`src/rtl/rbrh_pkg.sv`:
```
// Shared types and constants for the repeated byte run histogram.
// No dependencies; all other files refer to it by scoped names.
`default_nettype none

package rbrh_pkg;

    localparam int HIST_BINS_DEF = 256;

    localparam int BYTE_W  = 8;
    localparam int POS_W   = 40;
    localparam int FILE_W  = 16;
    localparam int COUNT_W = 40;
    localparam int TOTAL_W = 48;
    localparam int LEN_W   = 32;
    localparam int CFG_IDX_W = 1;

    // shortest run that counts
    localparam logic [LEN_W-1:0] MIN_RUN = LEN_W'(2);

    // operation codes
    localparam logic OP_BYTE = 1'b0;
    localparam logic OP_READ = 1'b1;

    // configuration register indexes
    localparam logic [CFG_IDX_W-1:0] REG_MATCH_ANY  = CFG_IDX_W'(0);
    localparam logic [CFG_IDX_W-1:0] REG_MATCH_BYTE = CFG_IDX_W'(1);

    typedef struct packed {
        logic [TOTAL_W-1:0] total_bytes;
        logic [LEN_W-1:0]   best_length;
        logic [POS_W-1:0]   best_start;
        logic [FILE_W-1:0]  best_file;
        logic               best_valid;
    } totals_t;

    typedef struct packed {
        logic [COUNT_W-1:0] bin_count;
        totals_t            tot;
    } result_t;

    // request into the histogram memory pipeline
    typedef struct packed {
        logic inc;   // bump one bin
        logic rd;    // read one bin for a result
    } hist_req_t;

endpackage : rbrh_pkg

`default_nettype wire

```
`src/rtl/rbrh_out_buf.sv`:
```
// Two-entry result buffer: output register plus skid register.
// Depends on rbrh_pkg.
`default_nettype none

module rbrh_out_buf (
    input  wire logic              aclk,
    input  wire logic              aresetn,
    input  wire logic              in_valid,
    input  wire rbrh_pkg::result_t in_res,
    output logic                   out_valid,
    input  wire logic              out_ready,
    output rbrh_pkg::result_t      out_res,
    output logic [1:0]             held
);

    logic              head_valid_reg, head_valid_next;
    logic              skid_valid_reg, skid_valid_next;
    rbrh_pkg::result_t head_reg, head_next;
    rbrh_pkg::result_t skid_reg, skid_next;
    logic              pop;

    always_comb begin
        pop             = head_valid_reg && out_ready;
        head_valid_next = head_valid_reg;
        skid_valid_next = skid_valid_reg;
        head_next       = head_reg;
        skid_next       = skid_reg;
        if (pop) begin
            if (skid_valid_reg) begin
                head_next       = skid_reg;
                skid_next       = in_res;
                skid_valid_next = in_valid;
            end else begin
                head_next       = in_res;
                head_valid_next = in_valid;
            end
        end else if (!head_valid_reg) begin
            head_next       = in_res;
            head_valid_next = in_valid;
        end else if (in_valid) begin
            skid_next       = in_res;
            skid_valid_next = 1'b1;
        end
    end

    always_ff @(posedge aclk) begin
        if (!aresetn) begin
            head_valid_reg <= 1'b0;
            skid_valid_reg <= 1'b0;
        end else begin
            head_valid_reg <= head_valid_next;
            skid_valid_reg <= skid_valid_next;
        end
        head_reg <= head_next;
        skid_reg <= skid_next;
    end

    assign out_valid = head_valid_reg;
    assign out_res   = head_reg;
    assign held      = 2'(head_valid_reg) + 2'(skid_valid_reg);

endmodule : rbrh_out_buf

`default_nettype wire
```
`config.mk`:
```
export PLATFORM = sky130hd
export DESIGN_NAME = rbrh_out_buf
export DESIGN_NICKNAME = d
export VERILOG_FILES = /design/src/rtl/rbrh_pkg.sv /design/src/rtl/rbrh_out_buf.sv
export SDC_FILE = /design/constraint.sdc
export NUM_CORES = 1
export LEC_CHECK = 0
export BUFFER_PORTS_ARGS = -buffer_cell sky130_fd_sc_hd__buf_2
export CORE_MARGIN = 4
export CORE_UTILIZATION = 56
export CTS_CLUSTER_SIZE = 28
export DETAILED_ROUTE_END_ITERATION = 10
export PLACE_DENSITY = 0.89
export SLEW_MARGIN = 20
export SYNTH_ARGS = -nofsm -noshare
export SYNTH_HDL_FRONTEND = slang
export SYNTH_SLANG_ARGS = --single-unit
```
`constraint.sdc`:
```
create_clock -name aclk -period 19.75 [get_ports aclk]
set_input_delay 5.925 -clock aclk [delete_from_list [all_inputs] [get_ports aclk]]
set_output_delay 5.925 -clock aclk [all_outputs]
set_load 0.005 [all_outputs]
```
; Word-level counts from Yosys, hierarchy flattened
; Index checks and enable logic that the tools add are counted.
[word_totals]
in_bits = 181
elab_cells = 37
output_inout_bits = 180
register_bits = 356
[classes]
eq_ne = 3
n_addsub = 1
n_reduce_logical = 5
muxes = 14
[op_table]
columns = cell, n
row1 = 177-bit two-way mux, 7
row2 = 1-bit two-way mux, 7
row3 = 2-bit != test (second input constant), 2
row4 = 2-bit nonzero test, 2
row5 = 3-bit AND reduction, 1
row6 = 1-bit by 1-bit adder with 2-bit output, 1
row7 = 2-bit by 1-bit != test with 1-bit output (second input constant), 1
row8 = 2-bit AND reduction, 1
row9 = 1-bit logical AND, 1

; Longest topological paths before layout
[depth]
ltp_word = 3
ltp_mapped = 4
ltp_nobuf = 3

; Worst setup path before layout
; Ideal clock, no wire load.
[synth_timing]
path_type = in2reg
start = input out_ready
end = register skid_reg[0] (netlist name), enable pin
arrival_time_ns = 13.867
t_required_ns = 19.012
path_stages = 2
path_slack_ns = 5.145
setup_ns = 0.738
path_cell_list = mux2i_1 nor2b_1
[synth_between]
elab_chain_cells = 3
[synth_rtl]
columns = item, line
row1 = from (decl), rbrh_out_buf.sv:11  ; input wire logic out_ready,
row2 = 1-bit logical AND (*), rbrh_out_buf.sv:23  ; pop = head_valid_reg && out_ready;
row3 = 2-bit != test (no source line) or 2-bit nonzero test (tied branches), n/a
row4 = 3-bit AND reduction (no source line) (*), n/a
row5 = to (signal assigned), rbrh_out_buf.sv:55  ; skid_reg <= skid_next;
row6 = to (decl), rbrh_out_buf.sv:19  ; rbrh_pkg::result_t skid_reg, skid_next;
; Mark *: on every way between the ends. The rest lies on a longest branch, timed or not.
; A chain may end at the register's enable or synchronous reset.

==> impl_metrics.tcl <==
set metrics [dict create \
    status "completed" \
    grt.overflow.total 0 \
    ys_seq_elements 356 \
    yosysSeqAreaShare 0.7946 \
    cp_cell_sequence "buf_2 -> nand3_4 -> buf_4 -> buf_4 -> mux2_2" \
    yosys_warnings 0 \
    syn_inst 564 \
    h-tree-depth 2 \
    grt_max_degree 80 \
    tightestPinTransition_ns 1.027 \
    numCtsBuffers 37 \
    p_per_area_nw_per_um2 96.77 \
    crit_top_cell "buf_4" \
    drv_cap 0 \
    die_area_um2 26520 \
    antenna_found_initial 5 \
    wire_per_inst_um 20.51 \
    drcViolationCount 0 \
    tns_ns 0 \
    cts_hold_buffers 0 \
    syn2layout_area_growth_pct 23.47 \
    grt_pass1_vias 6774 \
    endpoint_kind "flip-flop" \
    period_share 0.4185 \
    hp-class "reg2reg" \
    ios 361 \
    cts_buffer_depth 3 \
    total_power_mw 1.605 \
    crit_required_ns 19.98 \
    place_ws_ns 10.97 \
    insertion_delay_ns 0.49 \
    clk_pin_slew_ns 0.06 \
    initialDrtViolationCount 506 \
    slew_viol_final 0 \
    fin_skew_ns 0.01663 \
    dpl.hpwl_mm 18.31 \
    ant_nets 0 \
    start_util 0.5704 \
    cp_max_fo 58 \
    irDropWorstVdd_mv 0.09840 \
    viasPerCell 5.090 \
    yosysUniqueCellTypes 14 \
    critPathArrivalTime_ns 8.50 \
    clock_sinks 356 \
    p_leak_nw 6.919 \
    synth_area_per_cell_um2 23.81 \
    min_path_cells 1 \
    globalplace.congestion 0.8079 \
    ctsResizeCount 0 \
    max_freq_mhz 121.0 \
    grt_pass1_wl_mm 38.95 \
    fin_crit_ns 8.265 \
    post_cts_buffers 0 \
    hold_violations 0 \
    crit_slowest_cell "buf_4" \
    rsz0062_at_grt "false" \
    crit_type "in2reg" \
    drive_gt1_frac 0.6057 \
    nets 1134 \
    finalSetupViolCount 0 \
    setup_ws_ns 11.48 \
    wl_mm 26.56 \
    syn-num-nets 746 \
    start_kind "primary input" \
    tritoncts "done" \
    relSlewSlack 0.3156 \
    fp.dieW_um 162.9 \
    final_cells 1295 \
    synthesis.area_um2 13430 \
    grt_usage 0.1915 \
    worst-r2r-cell-count 4 \
    fillers 1472 \
    numPlacedInstances 1232 \
    slowest_delay_ns 0.91 \
    port_buffers 360 \
    rows 56 \
    vias 6591 \
    die-height_um 162.9 \
    cts-root-buf "clkbuf_16" \
    dr.pass1.iters 4 \
    core_area_um2 23540 \
]
==> critical path, delay by kind of cell <==
kind / cells / cell delay, ns
buffers and inverters: 3 / 1.73
multiplexers: 1 / 0.42
AND/OR/NAND/NOR: 1 / 0.35
==> metal layers <==
| metal | GRT usage | wire (um) | vias to the layer above | share of wire |
|---|---|---|---|---|
| met5 | 0 | 34 | - | 0.0013 |
| met4 | 0.05757 | 720 | 6 | 0.027 |
| met3 | 0.06581 | 2409 | 54 | 0.091 |
| met2 | 0.3225 | 13340 | 272 | 0.50 |
| met1 | 0.2367 | 10050 | 3225 | 0.38 |
| li1 | - | - | 3034 | - |
==> final timing paths <==
path | from | to | slack [ns]
setup / recovery | out_ready | out_res[0] | 11.48
setup reg to reg | out_valid | out_res[0] | 16.60
hold / removal | skid_reg[84] | out_res[84] | 0.54
hold reg to reg | skid_reg[84] | out_res[84] | 0.54
==> final cells by class <==
type,count,area [um^2],share of cell area
antenna,2,5.005,0.0003018
tap,319,399.1,0.02407
sequential,356,10670,0.6435
clock buffer,51,978.4,0.05901
multi-input combinational,189,2592,0.1564
clock inverter,10,73.82,0.004452
timing repair buffer,368,1862,0.1123
==> kinds of logic after synthesis <==
| kind of cell | share of synthesized area |
|---|---|
| multiplexers | 0.1855 |
| adder cells (fa/ha/maj) | 0.0009316 |
| buffers and inverters | 0.01407 |
| AO/OA/AOI/OAI | 0.001398 |
| flip-flops | 0.7946 |
| AND/OR/NAND/NOR | 0.003541 |
==> power breakdown <==
group | leakage, nW | switching (mW) | internal, mW
clock | 0.503 | 0.255 | 0.357
sequential | 3.46 | 0.0107 | 0.876
combinational | 2.95 | 0.0499 | 0.0560
==> cells in the mapped netlist <==
library cell,number,area share
ha_1,1,0.00093
and2_1,1,0.00047
edfxtp_1,354,0.79
mux2_4,130,0.15
buf_6,15,0.013
mux2i_1,1,0.00075
o2bb2ai_1,1,0.00065
mux2_2,47,0.039
a21oi_1,2,0.00075
buf_2,4,0.0015
nand3_2,1,0.00075
nand2b_1,3,0.0014
dfxtp_1,2,0.0030
nor2b_1,2,0.00093
==> cells in the final DEF, fill, tap and decap left out, types with 2 or more instances in the layout <==
| cell | count |
|---|---|
| a21oi_1 | 2 |
| dfxtp_1 | 2 |
| diode_2 | 2 |
| clkinv_2 | 2 |
| mux2_2 | 47 |
| clkinvlp_4 | 2 |
| mux2_4 | 130 |
| clkbuf_1 | 14 |
| buf_4 | 8 |
| buf_2 | 360 |
| nand2b_1 | 2 |
| edfxtp_1 | 354 |
| clkinv_1 | 5 |
| clkbuf_16 | 37 |
==> through the flow <==
| stage | utilization | hold WS [ns] | area [um^2] |
|---|---|---|---|
| 2_1_floorplan | - | 0.5246 | 13430 |
| 3_3_place_gp | 0.6594 | 0.5287 | 15520 |
| 3_5_place_dp | 0.6594 | 0.5329 | 15520 |
| 4_1_cts | 0.7041 | 0.5440 | 16580 |
| 5_1_grt | 0.7042 | 0.5519 | 16580 |
| 6_report | 0.7043 | 0.5446 | 16580 |
No activity file was read; power rests on OpenSTA's default activity.
