==> src/rtl/rbrh_pkg.sv <==
// Shared types and constants for the repeated byte run histogram.
// No dependencies; all other files refer to it by scoped names.
`default_nettype none

package rbrh_pkg;

    localparam int HIST_BINS_DEF = 256;

    localparam int BYTE_W  = 8;
    localparam int POS_W   = 40;
    localparam int FILE_W  = 16;
    localparam int COUNT_W = 40;
    localparam int TOTAL_W = 48;
    localparam int LEN_W   = 32;
    localparam int CFG_IDX_W = 1;

    // shortest run that counts
    localparam logic [LEN_W-1:0] MIN_RUN = LEN_W'(2);

    // operation codes
    localparam logic OP_BYTE = 1'b0;
    localparam logic OP_READ = 1'b1;

    // configuration register indexes
    localparam logic [CFG_IDX_W-1:0] REG_MATCH_ANY  = CFG_IDX_W'(0);
    localparam logic [CFG_IDX_W-1:0] REG_MATCH_BYTE = CFG_IDX_W'(1);

    typedef struct packed {
        logic [TOTAL_W-1:0] total_bytes;
        logic [LEN_W-1:0]   best_length;
        logic [POS_W-1:0]   best_start;
        logic [FILE_W-1:0]  best_file;
        logic               best_valid;
    } totals_t;

    typedef struct packed {
        logic [COUNT_W-1:0] bin_count;
        totals_t            tot;
    } result_t;

    // request into the histogram memory pipeline
    typedef struct packed {
        logic inc;   // bump one bin
        logic rd;    // read one bin for a result
    } hist_req_t;

endpackage : rbrh_pkg

`default_nettype wire

==> src/rtl/rbrh_run_tracker.sv <==
// Run tracking, byte total, longest-run record and the filter registers.
// Depends on rbrh_pkg.
`default_nettype none

module rbrh_run_tracker #(
    parameter int HIST_BINS = rbrh_pkg::HIST_BINS_DEF,
    localparam int AW = $clog2(HIST_BINS)
) (
    input  wire logic                           aclk,
    input  wire logic                           aresetn,
    input  wire logic                           cfg_we,
    input  wire logic [rbrh_pkg::CFG_IDX_W-1:0] cfg_index,
    input  wire logic [rbrh_pkg::BYTE_W-1:0]    cfg_data,
    input  wire logic                           step,
    input  wire logic [rbrh_pkg::BYTE_W-1:0]    data_byte,
    input  wire logic                           segment_end,
    input  wire logic [rbrh_pkg::POS_W-1:0]     byte_position,
    input  wire logic [rbrh_pkg::FILE_W-1:0]    file_number,
    output logic                                inc,
    output logic [AW-1:0]                       inc_addr,
    output rbrh_pkg::totals_t                   totals
);

    localparam logic [rbrh_pkg::LEN_W-1:0] TOP_BIN = rbrh_pkg::LEN_W'(HIST_BINS - 1);

    logic                          match_any_reg, match_any_next;
    logic [rbrh_pkg::BYTE_W-1:0]   match_byte_reg, match_byte_next;
    logic                          run_active_reg, run_active_next;
    logic [rbrh_pkg::BYTE_W-1:0]   run_value_reg, run_value_next;
    logic [rbrh_pkg::LEN_W-1:0]    run_length_reg, run_length_next;
    logic [rbrh_pkg::POS_W-1:0]    run_start_reg, run_start_next;
    logic [rbrh_pkg::FILE_W-1:0]   run_file_reg, run_file_next;
    rbrh_pkg::totals_t             tot_reg, tot_next;

    logic                          same;
    logic [rbrh_pkg::LEN_W-1:0]    len_inc;
    logic                          cand_act;
    logic                          cand_now;
    logic [rbrh_pkg::LEN_W-1:0]    cand_len;
    logic [rbrh_pkg::BYTE_W-1:0]   cand_val;
    logic [rbrh_pkg::POS_W-1:0]    cand_start;
    logic [rbrh_pkg::FILE_W-1:0]   cand_file;

    always_comb begin
        match_any_next  = match_any_reg;
        match_byte_next = match_byte_reg;
        if (cfg_we) begin
            unique case (cfg_index)
                rbrh_pkg::REG_MATCH_ANY:  match_any_next  = cfg_data[0];
                rbrh_pkg::REG_MATCH_BYTE: match_byte_next = cfg_data;
                default: ;
            endcase
        end
    end

    // Pick the run that closes on this byte, if any. A differing byte closes
    // the old run; a segment end on a repeated byte closes the grown run.
    always_comb begin
        same    = run_active_reg && (data_byte == run_value_reg);
        len_inc = (run_length_reg == '1) ? run_length_reg
                                         : run_length_reg + rbrh_pkg::LEN_W'(1);
        cand_val   = run_value_reg;
        cand_start = run_start_reg;
        cand_file  = run_file_reg;
        if (same) begin
            cand_act = 1'b1;
            cand_len = len_inc;
            cand_now = segment_end;
        end else begin
            cand_act = run_active_reg;
            cand_len = run_length_reg;
            cand_now = 1'b1;
        end
        inc = step && cand_now && cand_act && (cand_len >= rbrh_pkg::MIN_RUN) &&
              (match_any_reg || (cand_val == match_byte_reg));
        inc_addr = (cand_len > TOP_BIN) ? AW'(HIST_BINS - 1) : cand_len[AW-1:0];
    end

    always_comb begin
        run_active_next = run_active_reg;
        run_value_next  = run_value_reg;
        run_length_next = run_length_reg;
        run_start_next  = run_start_reg;
        run_file_next   = run_file_reg;
        tot_next        = tot_reg;
        if (step) begin
            if (tot_reg.total_bytes != '1) begin
                tot_next.total_bytes = tot_reg.total_bytes + rbrh_pkg::TOTAL_W'(1);
            end
            if (same) begin
                run_length_next = len_inc;
            end else begin
                run_active_next = 1'b1;
                run_value_next  = data_byte;
                run_length_next = rbrh_pkg::LEN_W'(1);
                run_start_next  = byte_position;
                run_file_next   = file_number;
            end
            if (segment_end) begin
                run_active_next = 1'b0;
                run_length_next = '0;
            end
        end
        // record only a strictly longer run
        if (inc && (cand_len > tot_reg.best_length)) begin
            tot_next.best_length = cand_len;
            tot_next.best_start  = cand_start;
            tot_next.best_file   = cand_file;
            tot_next.best_valid  = 1'b1;
        end
    end

    always_ff @(posedge aclk) begin
        if (!aresetn) begin
            match_any_reg  <= 1'b1;
            match_byte_reg <= '0;
            run_active_reg <= 1'b0;
            run_value_reg  <= '0;
            run_length_reg <= '0;
            run_start_reg  <= '0;
            run_file_reg   <= '0;
            tot_reg        <= '0;
        end else begin
            match_any_reg  <= match_any_next;
            match_byte_reg <= match_byte_next;
            run_active_reg <= run_active_next;
            run_value_reg  <= run_value_next;
            run_length_reg <= run_length_next;
            run_start_reg  <= run_start_next;
            run_file_reg   <= run_file_next;
            tot_reg        <= tot_next;
        end
    end

    assign totals = tot_reg;

endmodule : rbrh_run_tracker

`default_nettype wire

==> config.mk <==
export PLATFORM = sky130hd
export DESIGN_NAME = rbrh_run_tracker
export DESIGN_NICKNAME = d
export VERILOG_FILES = /design/src/rtl/rbrh_pkg.sv /design/src/rtl/rbrh_run_tracker.sv
export SDC_FILE = /design/constraint.sdc
export NUM_CORES = 1
export LEC_CHECK = 0
export BUFFER_PORTS_ARGS = -buffer_cell sky130_fd_sc_hd__buf_2
export CAP_MARGIN = 20
export CORE_ASPECT_RATIO = 0.75
export CORE_MARGIN = 2
export CORE_UTILIZATION = 51
export DETAILED_ROUTE_END_ITERATION = 6
export PLACE_DENSITY_LB_ADDON = 0.1
export SYNTH_ARGS = -nofsm -noshare
export SYNTH_HDL_FRONTEND = slang
export SYNTH_SLANG_ARGS = --single-unit
==> constraint.sdc <==
create_clock -name aclk -period 5.76 [get_ports aclk]
set_clock_uncertainty 0.2 [all_clocks]
set_input_delay 1.728 -clock aclk [delete_from_list [all_inputs] [get_ports aclk]]
set_output_delay 1.728 -clock aclk [all_outputs]
set_load 0.03 [all_outputs]
== Yosys cells after proc, flatten, opt, wreduce, memory -nomap -nowiden ==
Index checks and enable logic that the tools add are counted.
Cells by class
  add/subtract/negate cells: 2
  order comparisons: 3
  equality and inequality tests: 5
  multiplexer cells: 9
  bitwise logic cells: 2
  reduce and logical (&&, ||, !) cells: 12
Operators by type and width (number)
  2-to-1 mux 32 bit: 4
  adder 48 x 1 -> 48 bit, second input constant: 1
  != test 48 bit, second input constant: 1
  adder 32 x 1 -> 32 bit, second input constant: 1
  equality test 32 bit, second input constant: 1
  >= comparator 32 x 2 -> 1 bit, second input constant: 1
  > comparator 32 bit: 1
  > comparator 32 x 8 -> 1 bit, second input constant: 1
  equality test 8 bit: 2
  AND reduction 2 bit: 5
  2-to-1 mux 8 bit: 1
  logical AND 1 bit: 6
  2-to-1 mux 1 bit: 4
  != test 2 bit, second input constant: 1
  NOT 1 bit: 2
  logical OR 1 bit: 1
Word-level totals
  bits in registers: 243
  input bits: 78
  output and inout port bits: 146
  logic and storage cells: 45

== Longest topological paths before layout ==
  word-level depth: 8
  mapped depth: 22
  mapped depth without buffers: 18

== Worst setup path after synthesis ==
Ideal clock, no wire load.
  kind: input -> output
  from: in data_byte[2] (netlist bit)
  to: out inc
  arrival: 4206 ps
  data required time: 3832 ps
  setup slack: -374 ps
  stages: 11
  buffers on the path: 2
  path through: xor2_1 -> nor4_1 -> nand4_1 -> clkbuf_1 -> nor4_1 -> xor2_1 -> a2111oi_0 -> nor4bb_1 -> and4_1 -> clkbuf_1 -> a31oi_1
Between the ends
  elaborated cells on any way between the ends: 10
  those cells by class: order compare (1); eq/ne (1); mux (3); reduce/logical (5)
RTL lines
  start, declared: line rbrh_run_tracker.sv:15  | input wire logic [rbrh_pkg::BYTE_W-1:0] data_byte,
  equality test 8 bit: line rbrh_run_tracker.sv:59  | same = run_active_reg && (data_byte == run_value_reg);
  logical AND 1 bit: line rbrh_run_tracker.sv:59
  2-to-1 mux 32 bit: line rbrh_run_tracker.sv:65  | if (same) begin
  via cand_len (one bit): line rbrh_run_tracker.sv:39  | logic [rbrh_pkg::LEN_W-1:0] cand_len;
  >= comparator 32 x 2 -> 1 bit: line rbrh_run_tracker.sv:74  | inc = step && cand_now && cand_act && (cand_len >= rbrh_pkg::MIN_RUN) &&
  logical AND 1 bit (2 in a row): line rbrh_run_tracker.sv:74
  end, declared: line rbrh_run_tracker.sv:19  | output logic inc,
The timed path passes the listed nets, and every way through them passes these cells.

== Worst setup path after layout ==
  from: in data_byte[1] (netlist bit)
  to: out inc_addr[5]
Between the ends
  cells in the longest elaborated chain, start to end: 5
RTL lines
  equality test 8 bit: line rbrh_run_tracker.sv:59
  logical AND 1 bit: line rbrh_run_tracker.sv:59
  2-to-1 mux 32 bit: line rbrh_run_tracker.sv:65
  via cand_len (one bit): line rbrh_run_tracker.sv:39
  > comparator 32 x 8 -> 1 bit: line rbrh_run_tracker.sv:76  | inc_addr = (cand_len > TOP_BIN) ? AW'(HIST_BINS - 1) : cand_len[AW-1:0];
  2-to-1 mux 8 bit: line rbrh_run_tracker.sv:76
  end, declared: line rbrh_run_tracker.sv:20  | output logic [AW-1:0] inc_addr,
The timed path passes the listed nets, and every way through them passes these cells.

==> flow_summary.yaml <==
critical_path:
  crit_path_end_kind: "output port"
  arrival_ns: 4.54
  cp_max_fo: 7
  start_kind: "input port"
  ff2ff_setup_slack_ns: 0.40
  path_class: "in -> out"
  required_ns: 3.83
global_route:
  grt.total_usage_pct: 23.8
  grt_pass1_wl_um: 48900
  grt_max_degree: 162
  antenna_found_initial: 2
  grt_pass1_vias: 9406
  gr-total-overflow: 0
cells_and_area:
  n_fill_cell: 1922
  mostFrequentLayoutCells: "nand2_1 (366), dfxtp_1 (243), buf_2 (212)"
  multi_input_area_sq_mm: 0.00697
  layout_commonest_cell: "nand2_1"
  largest_reg_flops: 137
  stdcell_area_sq_mm: 0.0156
  seqCellArea_sq_mm: 0.00486
  final_core_util_pct: 67.4
  drive_above_1_share_pct: 24.5
  syn2layout_area_growth_pct: 29.3
  fin_nets: 1846
synth:
  ys_ff_latch: 243
  synth_area_sq_mm: 0.0121
  ys_types: 53
  synth_cells: 1468
  synth_edf_count: 0
  synth_nets: 1580
  yosysWarningCount: 0
  syn_area_per_cell_sq_um: 8.21
  ys_seq_area_share_pct: 40.4
  synth_ff_type: "dfxtp_1"
  async_flop_share_pct: 0
timing:
  final_max_slew_viol_count: 0
  setup-violations-final: 87
  timing.fmax_mhz: 155
  hold_violations: 0
  relSlewSlack_pct: 37.5
  tightest_slew_ns: 0.937
  tns_ns: -9.55
  rsz0062_at_grt: "yes"
  post-route-period-util_pct: 112
  setup_slack_ns: -0.712
  period_needed_ns: 6.47
  holdWs_ns: 0.252
route:
  wl_per_cell_um: 15.9
  drt_pass1_iterations: 5
  dr_total_vias: 10900
  drt-total-wl_um: 32600
  drtAntennaViolNets: 0
  dr.first_iter.drc_count: 714
  viasPerCell: 5.30
  drc: 0
power_and_ir_drop:
  power_frac_seq_pct: 47.9
  p_per_area_mw_per_mm2: 232
  p_leak_nw: 6.58
  clkPwrFrac_pct: 47.3
  p_int_mw: 2.80
  netSwitchingFraction_pct: 22.5
  p_sw_mw: 0.813
  p_comb_share_pct: 4.8
  ir_drop_uv: 197
die:
  die_area_sq_mm: 0.0249
  core-area_sq_mm: 0.0231
  fp.dieW_um: 182
  initial_core_util_pct: 52.1
  std_cell_rows: 48
  ios: 224
  die_h_um: 137
status:
  violations: "negative setup slack"
  outcome: "finished with violations"
clock_tree:
  cts_hold_buf: 0
  clock_latency_ns: 0.53
  cts_root_buf: "clkbuf_16"
  clock_path_buffers: 3
  cts_tree: "done"
  cts_max_level: 1
  cts_num_sinks: 243
  clk_pin_slew_ns: 0.06
  numCtsBuffers: 26
placement:
  dpl_cell_area_sq_mm: 0.0140
  dp_hpwl_um: 22100
  gp_congestion: 0.952
  numPortBuffers: 223
run:
  max-cap-violations: 0
worst_hold_path:
  hold_path.class: "reg -> reg"
path summary, 6_finish.rpt:
kind,start,to,cells after the start
setup reg to reg,run_length_reg[0]$_SDFFE_PN0P_,totals[4]$_SDFFE_PN0P_,22
setup / recovery,data_byte[1],inc_addr[5],15
hold / removal,totals[13]$_SDFFE_PN0P_,totals[13]$_SDFFE_PN0P_,2
hold reg to reg,totals[13]$_SDFFE_PN0P_,totals[13]$_SDFFE_PN0P_,2
power groups by stage:
stage | Clock (mW) | Sequential [mW] | Combinational [mW]
final | 1.71 | 1.73 | 0.174
after global routing | 1.81 | 1.73 | 0.193
after CTS | 1.74 | 1.73 | 0.169
after detailed placement | 0 | 1.77 | 0.167
after global placement | 0 | 1.77 | 0.165
after floorplan | 0 | 1.76 | 0.107
critical path, stage by stage:
cell and delay [ns]:
buf_8 0.11, xor2_4 0.15, nor4_4 0.33, buf_4 0.15, nand4_1 0.09, buf_6 0.16
nor4b_2 0.33, xor2_1 0.14, or3_4 0.41, nor4_4 0.26, and4_4 0.26, buf_12 0.12
buf_12 0.13, nand2_4 0.05, buf_6 0.13
cell usage after synthesis (all sizes together), types with 2 or more instances:
master,count,area [sq um]
nor2,43,161
nand2,375,1410
or4,3,26.3
and3,19,119
nor4,14,93.8
mux2i,87,871
xnor2,50,438
nor4b,2,17.5
a21boi,82,616
a21oi,28,140
o211ai,3,22.5
a31oi,4,25.0
o21ai,31,159
a32oi,2,17.5
nand4,25,169
a21o,12,90.1
o22ai,9,56.3
xor2,42,368
inv,46,173
nand2b,7,43.8
or2,4,25.0
o211a,2,20.0
and4,17,149
and2,44,275
nor3,29,145
o21a,15,113
nor2b,36,225
clkbuf,67,253
or3,10,62.6
nor4bb,2,20.0
a2111oi,3,26.3
buf,27,144
nand3b,3,22.5
dfxtp,243,4860
nand3,40,200
ha,34,425
layout make-up:
cell class,count,area share (%)
timing repair buffer,332,14.8
sequential,243,31.2
inverter,46,1.11
antenna,3,0.0482
tap,300,2.41
clock inverter,11,0.811
multi-input combinational,1085,44.7
clock buffer,35,4.90
per-stage QoR:
step | instances | power (mW) | worst slack, ns
after CTS | 2035 | 3.64 | -0.632
after global routing | 2052 | 3.74 | -0.814
after floorplan | 1468 | 1.87 | -0.0188
after global placement | 1985 | 1.93 | -0.755
after detailed placement | 1985 | 1.93 | -0.794
final | 2055 | 3.62 | -0.712
cells by family after synthesis:
group / count (synthesis) / synth area share, %
xor gates and xnor gates: 92 / 6.69
and+or+nand+nor: 677 / 26.5
DFF: 243 / 40.4
muxes: 87 / 7.23
buffers and inverters: 140 / 4.72
AOI/OAI and AO/OA: 195 / 10.9
adders and majority gates: 34 / 3.53
metal layers:
metal	routed length [um]	track usage (%)
met1	16100	35.9
met3	2210	5.14
met4	552	5.28
met2	13700	34.5
met5	7	0
timing repair:
action | 4_1_cts | 5_1_grt
resized for setup | 21 | 66
setup buffers | 2 | 10
pin swaps | 2 | 24
cloned | 2 | 8
endpoints found under the setup margin | 97 | 97
Note: power is estimated with default switching activity, not from simulation.
